### config.mk
export PLATFORM = sky130hd
export DESIGN_NAME = utf8_stream_decoder_flat
export DESIGN_NICKNAME = d
export VERILOG_FILES = /design/src/rtl/core/u8d_pkg.sv /design/src/rtl/core/u8d_if.sv /design/src/rtl/core/utf8_stream_decoder.sv /design/src/rtl/core/u8d_front.sv /design/src/rtl/core/u8d_job_q.sv /design/src/rtl/core/u8d_back.sv /design/src/flat_wrapper.sv
export SDC_FILE = /design/constraint.sdc
export NUM_CORES = 1
export LEC_CHECK = 0
export BUFFER_PORTS_ARGS = -buffer_cell sky130_fd_sc_hd__buf_2
export CAP_MARGIN = 30
export CORE_MARGIN = 10
export CORE_UTILIZATION = 55
export CTS_CLUSTER_SIZE = 12
export DETAILED_ROUTE_END_ITERATION = 10
export HOLD_SLACK_MARGIN = 0.1
export PLACE_DENSITY = 0.72
export SLEW_MARGIN = 0
export SYNTH_ARGS = -nofsm -noshare
export SYNTH_HDL_FRONTEND = slang
export SYNTH_HIERARCHICAL = 1
export SYNTH_SLANG_ARGS = --single-unit
### constraint.sdc
create_clock -name clk -period 10.78 [get_ports clk]
set_input_delay 1.617 -clock clk [delete_from_list [all_inputs] [get_ports clk]]
set_output_delay 1.617 -clock clk [all_outputs]
set_load 0.005 [all_outputs]
### src/rtl/core/u8d_pkg.sv
// Shared types, constants and lead byte decode for the UTF-8 stream decoder.
`default_nettype none
package u8d_pkg;

  typedef enum logic [1:0] {
    ST_OK       = 2'd0,
    ST_BAD_LEAD = 2'd1,
    ST_BAD_CONT = 2'd2,
    ST_TRUNC    = 2'd3
  } status_t;

  localparam int CP_W  = 21;
  localparam int CNT_W = 2;

  localparam logic [7:0] ASCII_MAX   = 8'h7F;
  localparam logic [7:0] LEAD_MIN    = 8'hC2;
  localparam logic [7:0] LEAD_MAX    = 8'hF4;
  localparam logic [7:0] LEAD2_MAX   = 8'hDF;
  localparam logic [7:0] LEAD3_MAX   = 8'hEF;
  localparam logic [7:0] LEAD3_FIRST = 8'hE0;
  localparam logic [7:0] LEAD3_SURR  = 8'hED;
  localparam logic [7:0] LEAD4_FIRST = 8'hF0;
  localparam logic [7:0] LEAD4_LAST  = 8'hF4;
  localparam logic [7:0] CONT_LO     = 8'h80;
  localparam logic [7:0] CONT_HI     = 8'hBF;
  localparam logic [7:0] E0_LO       = 8'hA0;
  localparam logic [7:0] ED_HI       = 8'h9F;
  localparam logic [7:0] F0_LO       = 8'h90;
  localparam logic [7:0] F4_HI       = 8'h8F;

  // job queue between front and back
  localparam int QDEPTH = 4;
  localparam int QAW    = $clog2(QDEPTH);
  localparam int QCW    = $clog2(QDEPTH + 1);

  typedef struct packed {
    logic [CP_W-1:0] cp;
    status_t         status;
  } res_t;

  // one accepted item that yields one or two results
  typedef struct packed {
    logic two;
    res_t r0;
    res_t r1;
  } job_t;

  // outcome of handling a byte as a lead byte from a clear sequence
  typedef struct packed {
    logic             emit;
    res_t             res;
    logic [CNT_W-1:0] needed;
    logic [CP_W-1:0]  partial;
    logic [7:0]       lo;
    logic [7:0]       hi;
  } lead_t;

  function automatic lead_t lead_eval(input logic [7:0] b);
    lead_t l;
    l.emit       = 1'b0;
    l.res.cp     = '0;
    l.res.status = ST_OK;
    l.needed     = '0;
    l.partial    = '0;
    l.lo         = CONT_LO;
    l.hi         = CONT_HI;
    if (b <= ASCII_MAX) begin
      l.emit   = 1'b1;
      l.res.cp = CP_W'(b);
    end else if (b < LEAD_MIN || b > LEAD_MAX) begin
      l.emit       = 1'b1;
      l.res.status = ST_BAD_LEAD;
    end else if (b <= LEAD2_MAX) begin
      l.needed  = 2'd1;
      l.partial = CP_W'(b[4:0]);
    end else if (b <= LEAD3_MAX) begin
      if (b == LEAD3_FIRST) l.lo = E0_LO;
      else if (b == LEAD3_SURR) l.hi = ED_HI;
      l.needed  = 2'd2;
      l.partial = CP_W'(b[3:0]);
    end else begin
      if (b == LEAD4_FIRST) l.lo = F0_LO;
      else if (b == LEAD4_LAST) l.hi = F4_HI;
      l.needed  = 2'd3;
      l.partial = CP_W'(b[2:0]);
    end
    return l;
  endfunction

endpackage
`default_nettype wire

### src/rtl/core/u8d_if.sv
// Valid/ready channel interfaces for byte input and decoded results.
`default_nettype none
interface u8d_in_if;
  logic       valid;
  logic       ready;
  logic [7:0] data_byte;
  logic       end_marker;
  modport source (output valid, data_byte, end_marker, input ready);
  modport sink   (input valid, data_byte, end_marker, output ready);
endinterface

interface u8d_out_if;
  logic        valid;
  logic        ready;
  logic [20:0] code_point;
  logic [1:0]  status;
  logic        run_last;
  modport source (output valid, code_point, status, run_last, input ready);
  modport sink   (input valid, code_point, status, run_last, output ready);
endinterface
`default_nettype wire

### src/rtl/core/utf8_stream_decoder.sv
// Top level of the UTF-8 stream decoder.
// Usage:
//  - in_ch carries one item per handshake: a raw byte, or an end marker.
//  - out_ch carries decoded results: code point, status, and run_last,
//    which flags the final result caused by one input item.
//  - An item makes zero, one or two results; two only when a bad
//    continuation byte is then taken again as a lead byte.
//  - Path: a taken item's job enters the queue at the accepting edge, and
//    the output register loads it from the queue head once that register
//    is empty or out_ch.ready is high.
//  - Throughput: one item per cycle while the queue is not full; one result
//    per cycle while out_ch.ready is high; two results of one item go in turn.
//  - The front stalls only when the four-entry job queue is full, so an
//    out_ch stall is absorbed by up to four jobs plus the output register.
//  - Reset (rst_n low, synchronous) clears the open sequence, empties the
//    queue and drops out_ch.valid; no results are lost beyond that point.
`default_nettype none
module utf8_stream_decoder (
  input  wire logic clk,
  input  wire logic rst_n,
  u8d_in_if.sink    in_ch,
  u8d_out_if.source out_ch
);

  logic          push;
  logic          pop;
  logic          q_empty;
  logic          q_full;
  u8d_pkg::job_t push_job;
  u8d_pkg::job_t head;

  // byte classification and sequence tracking
  u8d_front u_front (
    .clk      (clk),
    .rst_n    (rst_n),
    .in_ch    (in_ch),
    .q_full   (q_full),
    .push     (push),
    .push_job (push_job)
  );

  // decouples decode from output stalls
  u8d_job_q u_q (
    .clk      (clk),
    .rst_n    (rst_n),
    .push     (push),
    .push_job (push_job),
    .pop      (pop),
    .head     (head),
    .empty    (q_empty),
    .full     (q_full)
  );

  // one result per cycle into the output register while out_ch can take it
  u8d_back u_back (
    .clk    (clk),
    .rst_n  (rst_n),
    .head   (head),
    .empty  (q_empty),
    .pop    (pop),
    .out_ch (out_ch)
  );

endmodule
`default_nettype wire

### src/rtl/core/u8d_front.sv
// Front end: accepts bytes, tracks the open sequence, builds result jobs.
`default_nettype none
module u8d_front (
  input  wire logic          clk,
  input  wire logic          rst_n,
  u8d_in_if.sink             in_ch,
  input  wire logic          q_full,
  output logic               push,
  output u8d_pkg::job_t      push_job
);

  logic [u8d_pkg::CP_W-1:0]  partial_r, partial_nxt;
  logic [u8d_pkg::CNT_W-1:0] needed_r, needed_nxt;
  logic [u8d_pkg::CNT_W-1:0] seen_r, seen_nxt;
  logic [7:0]                lo_r, lo_nxt;
  logic [7:0]                hi_r, hi_nxt;
  logic                      accept;
  logic [u8d_pkg::CNT_W-1:0] seen_inc;
  logic [u8d_pkg::CP_W-1:0]  partial_sh;
  u8d_pkg::lead_t            lead;
  logic [7:0]                b;

  assign in_ch.ready = !q_full;
  assign accept      = in_ch.valid && !q_full;
  assign b           = in_ch.data_byte;
  assign lead        = u8d_pkg::lead_eval(b);
  assign seen_inc    = seen_r + 2'd1;
  assign partial_sh  = {partial_r[u8d_pkg::CP_W-7:0], b[5:0]};

  always_comb begin
    partial_nxt = partial_r;
    needed_nxt  = needed_r;
    seen_nxt    = seen_r;
    lo_nxt      = lo_r;
    hi_nxt      = hi_r;
    push        = 1'b0;
    push_job    = '0;
    if (accept) begin
      if (in_ch.end_marker) begin
        if (needed_r != '0) begin
          partial_nxt = '0;
          needed_nxt  = '0;
          seen_nxt    = '0;
          lo_nxt      = u8d_pkg::CONT_LO;
          hi_nxt      = u8d_pkg::CONT_HI;
          push        = 1'b1;
          push_job.r0.status = u8d_pkg::ST_TRUNC;
        end
      end else if (needed_r == '0) begin
        partial_nxt = lead.partial;
        needed_nxt  = lead.needed;
        seen_nxt    = '0;
        lo_nxt      = lead.lo;
        hi_nxt      = lead.hi;
        push        = lead.emit;
        push_job.r0 = lead.res;
      end else if (b < lo_r || b > hi_r) begin
        // drop the sequence, report it, then retry the byte as a lead
        partial_nxt = lead.partial;
        needed_nxt  = lead.needed;
        seen_nxt    = '0;
        lo_nxt      = lead.lo;
        hi_nxt      = lead.hi;
        push        = 1'b1;
        push_job.r0.status = u8d_pkg::ST_BAD_CONT;
        push_job.two = lead.emit;
        push_job.r1  = lead.res;
      end else begin
        lo_nxt = u8d_pkg::CONT_LO;
        hi_nxt = u8d_pkg::CONT_HI;
        if (seen_inc == needed_r) begin
          partial_nxt    = '0;
          needed_nxt     = '0;
          seen_nxt       = '0;
          push           = 1'b1;
          push_job.r0.cp = partial_sh;
        end else begin
          partial_nxt = partial_sh;
          seen_nxt    = seen_inc;
        end
      end
    end
  end

  always_ff @(posedge clk) begin
    if (!rst_n) begin
      partial_r <= '0;
      needed_r  <= '0;
      seen_r    <= '0;
      lo_r      <= u8d_pkg::CONT_LO;
      hi_r      <= u8d_pkg::CONT_HI;
    end else begin
      partial_r <= partial_nxt;
      needed_r  <= needed_nxt;
      seen_r    <= seen_nxt;
      lo_r      <= lo_nxt;
      hi_r      <= hi_nxt;
    end
  end

endmodule
`default_nettype wire

### src/rtl/core/u8d_job_q.sv
// Small FIFO of result jobs between front and back.
`default_nettype none
module u8d_job_q (
  input  wire logic          clk,
  input  wire logic          rst_n,
  input  wire logic          push,
  input  wire u8d_pkg::job_t push_job,
  input  wire logic          pop,
  output u8d_pkg::job_t      head,
  output logic               empty,
  output logic               full
);

  u8d_pkg::job_t            slots_r [u8d_pkg::QDEPTH];
  logic [u8d_pkg::QAW-1:0]  wptr_r, wptr_nxt;
  logic [u8d_pkg::QAW-1:0]  rptr_r, rptr_nxt;
  logic [u8d_pkg::QCW-1:0]  count_r, count_nxt;
  logic                     do_push, do_pop;

  assign empty   = (count_r == '0);
  assign full    = (count_r == u8d_pkg::QCW'(u8d_pkg::QDEPTH));
  assign head    = slots_r[rptr_r];
  assign do_push = push && !full;
  assign do_pop  = pop && !empty;

  always_comb begin
    wptr_nxt  = do_push ? wptr_r + 1'b1 : wptr_r;
    rptr_nxt  = do_pop ? rptr_r + 1'b1 : rptr_r;
    count_nxt = count_r;
    if (do_push && !do_pop) count_nxt = count_r + 1'b1;
    else if (do_pop && !do_push) count_nxt = count_r - 1'b1;
  end

  always_ff @(posedge clk) begin
    if (do_push) slots_r[wptr_r] <= push_job;
  end

  always_ff @(posedge clk) begin
    if (!rst_n) begin
      wptr_r  <= '0;
      rptr_r  <= '0;
      count_r <= '0;
    end else begin
      wptr_r  <= wptr_nxt;
      rptr_r  <= rptr_nxt;
      count_r <= count_nxt;
    end
  end

endmodule
`default_nettype wire

### src/rtl/core/u8d_back.sv
// Back end: unpacks jobs into single results behind an output register.
`default_nettype none
module u8d_back (
  input  wire logic          clk,
  input  wire logic          rst_n,
  input  wire u8d_pkg::job_t head,
  input  wire logic          empty,
  output logic               pop,
  u8d_out_if.source          out_ch
);

  logic                      valid_r, valid_nxt;
  logic                      sel_r, sel_nxt;
  u8d_pkg::res_t             res_r, res_nxt;
  logic                      last_r, last_nxt;
  logic                      load;
  logic                      job_last;

  assign load     = !empty && (!valid_r || out_ch.ready);
  assign job_last = !(head.two && !sel_r);
  assign pop      = load && job_last;

  always_comb begin
    valid_nxt = valid_r;
    sel_nxt   = sel_r;
    res_nxt   = res_r;
    last_nxt  = last_r;
    if (load) begin
      valid_nxt = 1'b1;
      res_nxt   = sel_r ? head.r1 : head.r0;
      last_nxt  = job_last;
      sel_nxt   = !job_last;
    end else if (out_ch.ready) begin
      valid_nxt = 1'b0;
    end
  end

  always_ff @(posedge clk) begin
    if (!rst_n) begin
      valid_r <= 1'b0;
      sel_r   <= 1'b0;
    end else begin
      valid_r <= valid_nxt;
      sel_r   <= sel_nxt;
    end
    res_r  <= res_nxt;
    last_r <= last_nxt;
  end

  assign out_ch.valid      = valid_r;
  assign out_ch.code_point = res_r.cp;
  assign out_ch.status     = res_r.status;
  assign out_ch.run_last   = last_r;

endmodule
`default_nettype wire

### src/flat_wrapper.sv
// flat-port wrapper written by rule: the top's interface ports become plain ports
module utf8_stream_decoder_flat 
  (clk, rst_n, in_ch_valid, in_ch_data_byte, in_ch_end_marker, in_ch_ready, out_ch_valid, out_ch_code_point, out_ch_status, out_ch_run_last, out_ch_ready);
  u8d_in_if in_ch_i ();
  u8d_out_if out_ch_i ();
  input  wire logic clk;
  input  wire logic rst_n;
  input wire logic [$bits(in_ch_i.valid)-1:0] in_ch_valid;
  input wire logic [$bits(in_ch_i.data_byte)-1:0] in_ch_data_byte;
  input wire logic [$bits(in_ch_i.end_marker)-1:0] in_ch_end_marker;
  output wire logic [$bits(in_ch_i.ready)-1:0] in_ch_ready;
  output wire logic [$bits(out_ch_i.valid)-1:0] out_ch_valid;
  output wire logic [$bits(out_ch_i.code_point)-1:0] out_ch_code_point;
  output wire logic [$bits(out_ch_i.status)-1:0] out_ch_status;
  output wire logic [$bits(out_ch_i.run_last)-1:0] out_ch_run_last;
  input wire logic [$bits(out_ch_i.ready)-1:0] out_ch_ready;
  assign in_ch_i.valid = in_ch_valid;
  assign in_ch_i.data_byte = in_ch_data_byte;
  assign in_ch_i.end_marker = in_ch_end_marker;
  assign in_ch_ready = in_ch_i.ready;
  assign out_ch_valid = out_ch_i.valid;
  assign out_ch_code_point = out_ch_i.code_point;
  assign out_ch_status = out_ch_i.status;
  assign out_ch_run_last = out_ch_i.run_last;
  assign out_ch_i.ready = out_ch_ready;
  utf8_stream_decoder u_core (.clk(clk), .rst_n(rst_n), .in_ch(in_ch_i), .out_ch(out_ch_i));
endmodule
==> results.toml <==
[run_status]
status = "finished, final reports clean"

[global_routing]
grt_usage = 0.152
grt_start_max_net_pins = 48
grt_overflow_total = 0
antenna_found_initial = 0
grt_pass1_vias = 5326
grt_first_pass_wirelength_mm = 29.3

[setup_path]
endpoint_kind = "flop"
cp_max_fo = 15
regToRegEndpoint = "u_core/u_q/count_r[2]"
critPathLaunch = "in_ch_data_byte[4]"
worstSetupPathType = "input port to flop"
cpPeakStageDelay_ns = 0.47
cp.depth = 14
cp_data_arrival_time_ns = 4.85
crit_chain = "buf_2 > ha_1 > and3_1 > a31oi_1 > nor3_2 > a211o_1 > o41ai_1 > nor2b_1 > ha_1 > inv_1 > fa_1 > xor2_1 > or3_1 > a21boi_0"
rr_worst_depth = 12
crit_top_cell = "ha_1"
cp.required_ns = 11.20
startpoint_type = "input port"
r2r_slack_ns = 7.27
r2r-start = "u_core/u_front/seen_r[1]"
critical_path_buf_inv_count = 2
crit_family = "simple AND/OR/NAND/NOR gates"
crit_end = "u_core/u_q/count_r[2]"
slowest_stage = "nor2b_1"

[final_layout]
final_common_cell = "edfxtp_1"
multi_input_area_sq_um = 2730
drive_above_1_share = 0.250
fill_cells = 1317
final_cell_mix = "edfxtp_1 (212), mux4_2 (47), buf_2 (38)"
regArea_sq_um = 7050
areaGrowthSynthToFinish_pct = 9.90
fin_nets = 647
diodes = 0

[placement]
dp.final_hpwl_mm = 10.7
port_buffers = 38
place.gp.congestion = 0.834

[sta]
worstMarginPinSlew_ns = 0.922
setup_viol = 0
relSlewSlack = 0.382
grt_setup_unrepaired = "no"
fin_skew_ns = 0.0116
final-hold-violation-count = 0
fmax_ghz = 0.226
min_period_over_period = 0.410
final.min_clock_period_ns = 4.42
whs_ns = 0.466
slew_viol_final = 0
tns_ns = 0

[routing]
wl_per_cell_microns = 20.9
drtIter0Drc = 450
dr.pass1.iters = 5
wl_mm = 18.3
num_vias = 5083
vias_per_cell = 5.83
antenna_left = 0
route.detailed.drc = 0

[floorplan]
core_area_sq_um = 18000
ios = 39
die_h_microns = 156
fp.dieW_microns = 156
initial_core_util = 0.562
placement_rows = 49
die_area_sq_um = 24200

[run]
cap_violations = 0

[clock_tree]
clk_pin_slew_ns = 0.06
ctsHoldBuffers = 0
cts_root_buf = "clkbuf_16"
htreeDepth = 1
cts_resized = 0
numCtsBuffers = 25
cts_tree = "built"
clk_latency_ns = 0.50
tritoncts_num_sinks = 246
post-cts-setup-buffers = 0
cts_buffer_depth = 3

[synthesis]
synth_edf_count = 212
synthCells = 582
synthTopCellsByArea = "edfxtp_1 (63%), mux4_2 (10%), dfxtp_1 (6.7%)"
ys_ff_latch = 246
async_flop_share = 0
synth_top_area_share = 0.629
syn_area_per_cell_sq_um = 17.4
synth_area_sq_um = 10100
yosysWarnings = 6
seq_area_frac_synth = 0.696
yosys_most_used_dff = "edfxtp_1"
yosysTopAreaCell = "edfxtp_1"
yosysUniqueCellTypes = 58

[power_and_ir_drop]
power_density_nw_per_um2 = 212
power_frac_clock = 0.326
power_mw = 2.36
combPwrFrac = 0.176
p_leak_nw = 3.76
power.switching_uw = 563
ir_worst_vdd_mv = 0.166
internal_power_mw = 1.80
seqPwrFrac = 0.498
swShare = 0.238

[hold_path]
hold_path.class = "flop to flop"
[cells in the mapped netlist, types with 2 or more instances]
cell / n
nor3_1: 9
nor2b_1: 5
a211oi_1: 4
dfxtp_1: 34
nor2_1: 19
buf_4: 16
and2_1: 27
buf_6: 4
o21a_1: 3
mux2i_1: 5
nor3b_2: 2
a311oi_1: 3
a21o_1: 2
nor4_1: 4
buf_2: 9
or2_2: 2
nand3_1: 10
o22ai_1: 4
buf_12: 5
nand2b_1: 7
mux2_4: 19
mux4_2: 47
a31oi_1: 3
clkbuf_1: 10
mux2_2: 4
nand4_1: 2
nand2_1: 31
o21ai_0: 10
xnor2_1: 4
inv_1: 16
a21oi_1: 17
edfxtp_1: 212
ha_1: 8
[state kept, by name (all words and copies together) (netlist names), 2 cells and up, named ones only]
signal,cells
u_core/u_back/out_ch.status,2
u_core/u_front/needed_r,2
u_core/u_front/lo_r,2
u_core/u_front/partial_r,15
u_core/u_back/out_ch.code_point,21
u_core/u_q/rptr_r,2
u_core/u_front/seen_r,2
u_core/u_q/slots_r,188
u_core/u_front/hi_r,2
u_core/u_q/count_r,3
u_core/u_q/wptr_r,2
[per-layer routing]
metal | vias up | part of all wire | GRT usage
li1 | 2323 | - | -
met4 | 0 | 0.022 | 0.0459
met1 | 2545 | 0.41 | 0.196
met2 | 181 | 0.50 | 0.257
met5 | - | 0 | 0
met3 | 34 | 0.063 | 0.0292
[power groups by stage]
stage                     combinational [mW]  clock (mW)  sequential (mW)
final                                  0.415       0.771             1.18
after global routing                   0.455       0.826             1.19
after CTS                              0.426       0.788             1.18
after detailed placement               0.424           0             1.20
after global placement                 0.383           0             1.22
after floorplan                        0.331           0             1.19
[kinds of logic after synthesis]
group	Yosys count	share of synthesized area
AOI/OAI and AO/OA	59	0.0383
adders and majority gates	9	0.0119
other	1	0.000370
buffers and inverters	60	0.0403
and+or+nand+nor	127	0.0671
DFF	246	0.696
muxes	75	0.142
xor gates and xnor gates	5	0.00432
[area by class of cell]
cell class,count,area share
flip-flops and latches,246,0.634
multi-input cells,290,0.246
clock buffers,42,0.0637
well taps,229,0.0257
repair buffers,46,0.0243
inverters,16,0.00540
clock inverters,3,0.00169
[worst min-delay path, cell delays in order (launching register included)]
cell	delay [ns]
dfxtp_1	0.32
nand2_1	0.06
a21oi_1	0.05
[worst min path at each step]
stage | startpoint | end | slack [ns] | cells past startpoint
finish | u_core/u_front/partial_r[9] | u_core/u_front/partial_r[9] | 0.47 | 2
global route | u_core/u_front/partial_r[9] | u_core/u_front/partial_r[9] | 0.49 | 2
CTS | u_core/u_front/partial_r[9] | u_core/u_front/partial_r[9] | 0.46 | 2
detailed placement | u_core/u_front/partial_r[9] | u_core/u_front/partial_r[9] | 0.45 | 2
global placement | u_core/u_front/partial_r[13] | u_core/u_front/partial_r[13] | 0.45 | 2
floorplan | u_core/u_front/partial_r[10] | u_core/u_front/partial_r[10] | 0.43 | 2
[stage by stage]
| stage | setup WS, ns | std cells | instance area (sq um) | util |
|---|---|---|---|---|
| 2_1_floorplan | 6.09 | 596 | 10200 | - |
| 3_3_place_gp | 5.97 | 826 | 10400 | 0.576 |
| 3_5_place_dp | 5.86 | 827 | 10400 | 0.577 |
| 4_1_cts | 6.37 | 872 | 11100 | 0.618 |
| 5_1_grt | 6.14 | 872 | 11100 | 0.618 |
| 6_report | 6.36 | 872 | 11100 | 0.618 |
Note: power is estimated with default switching activity, not from simulation.
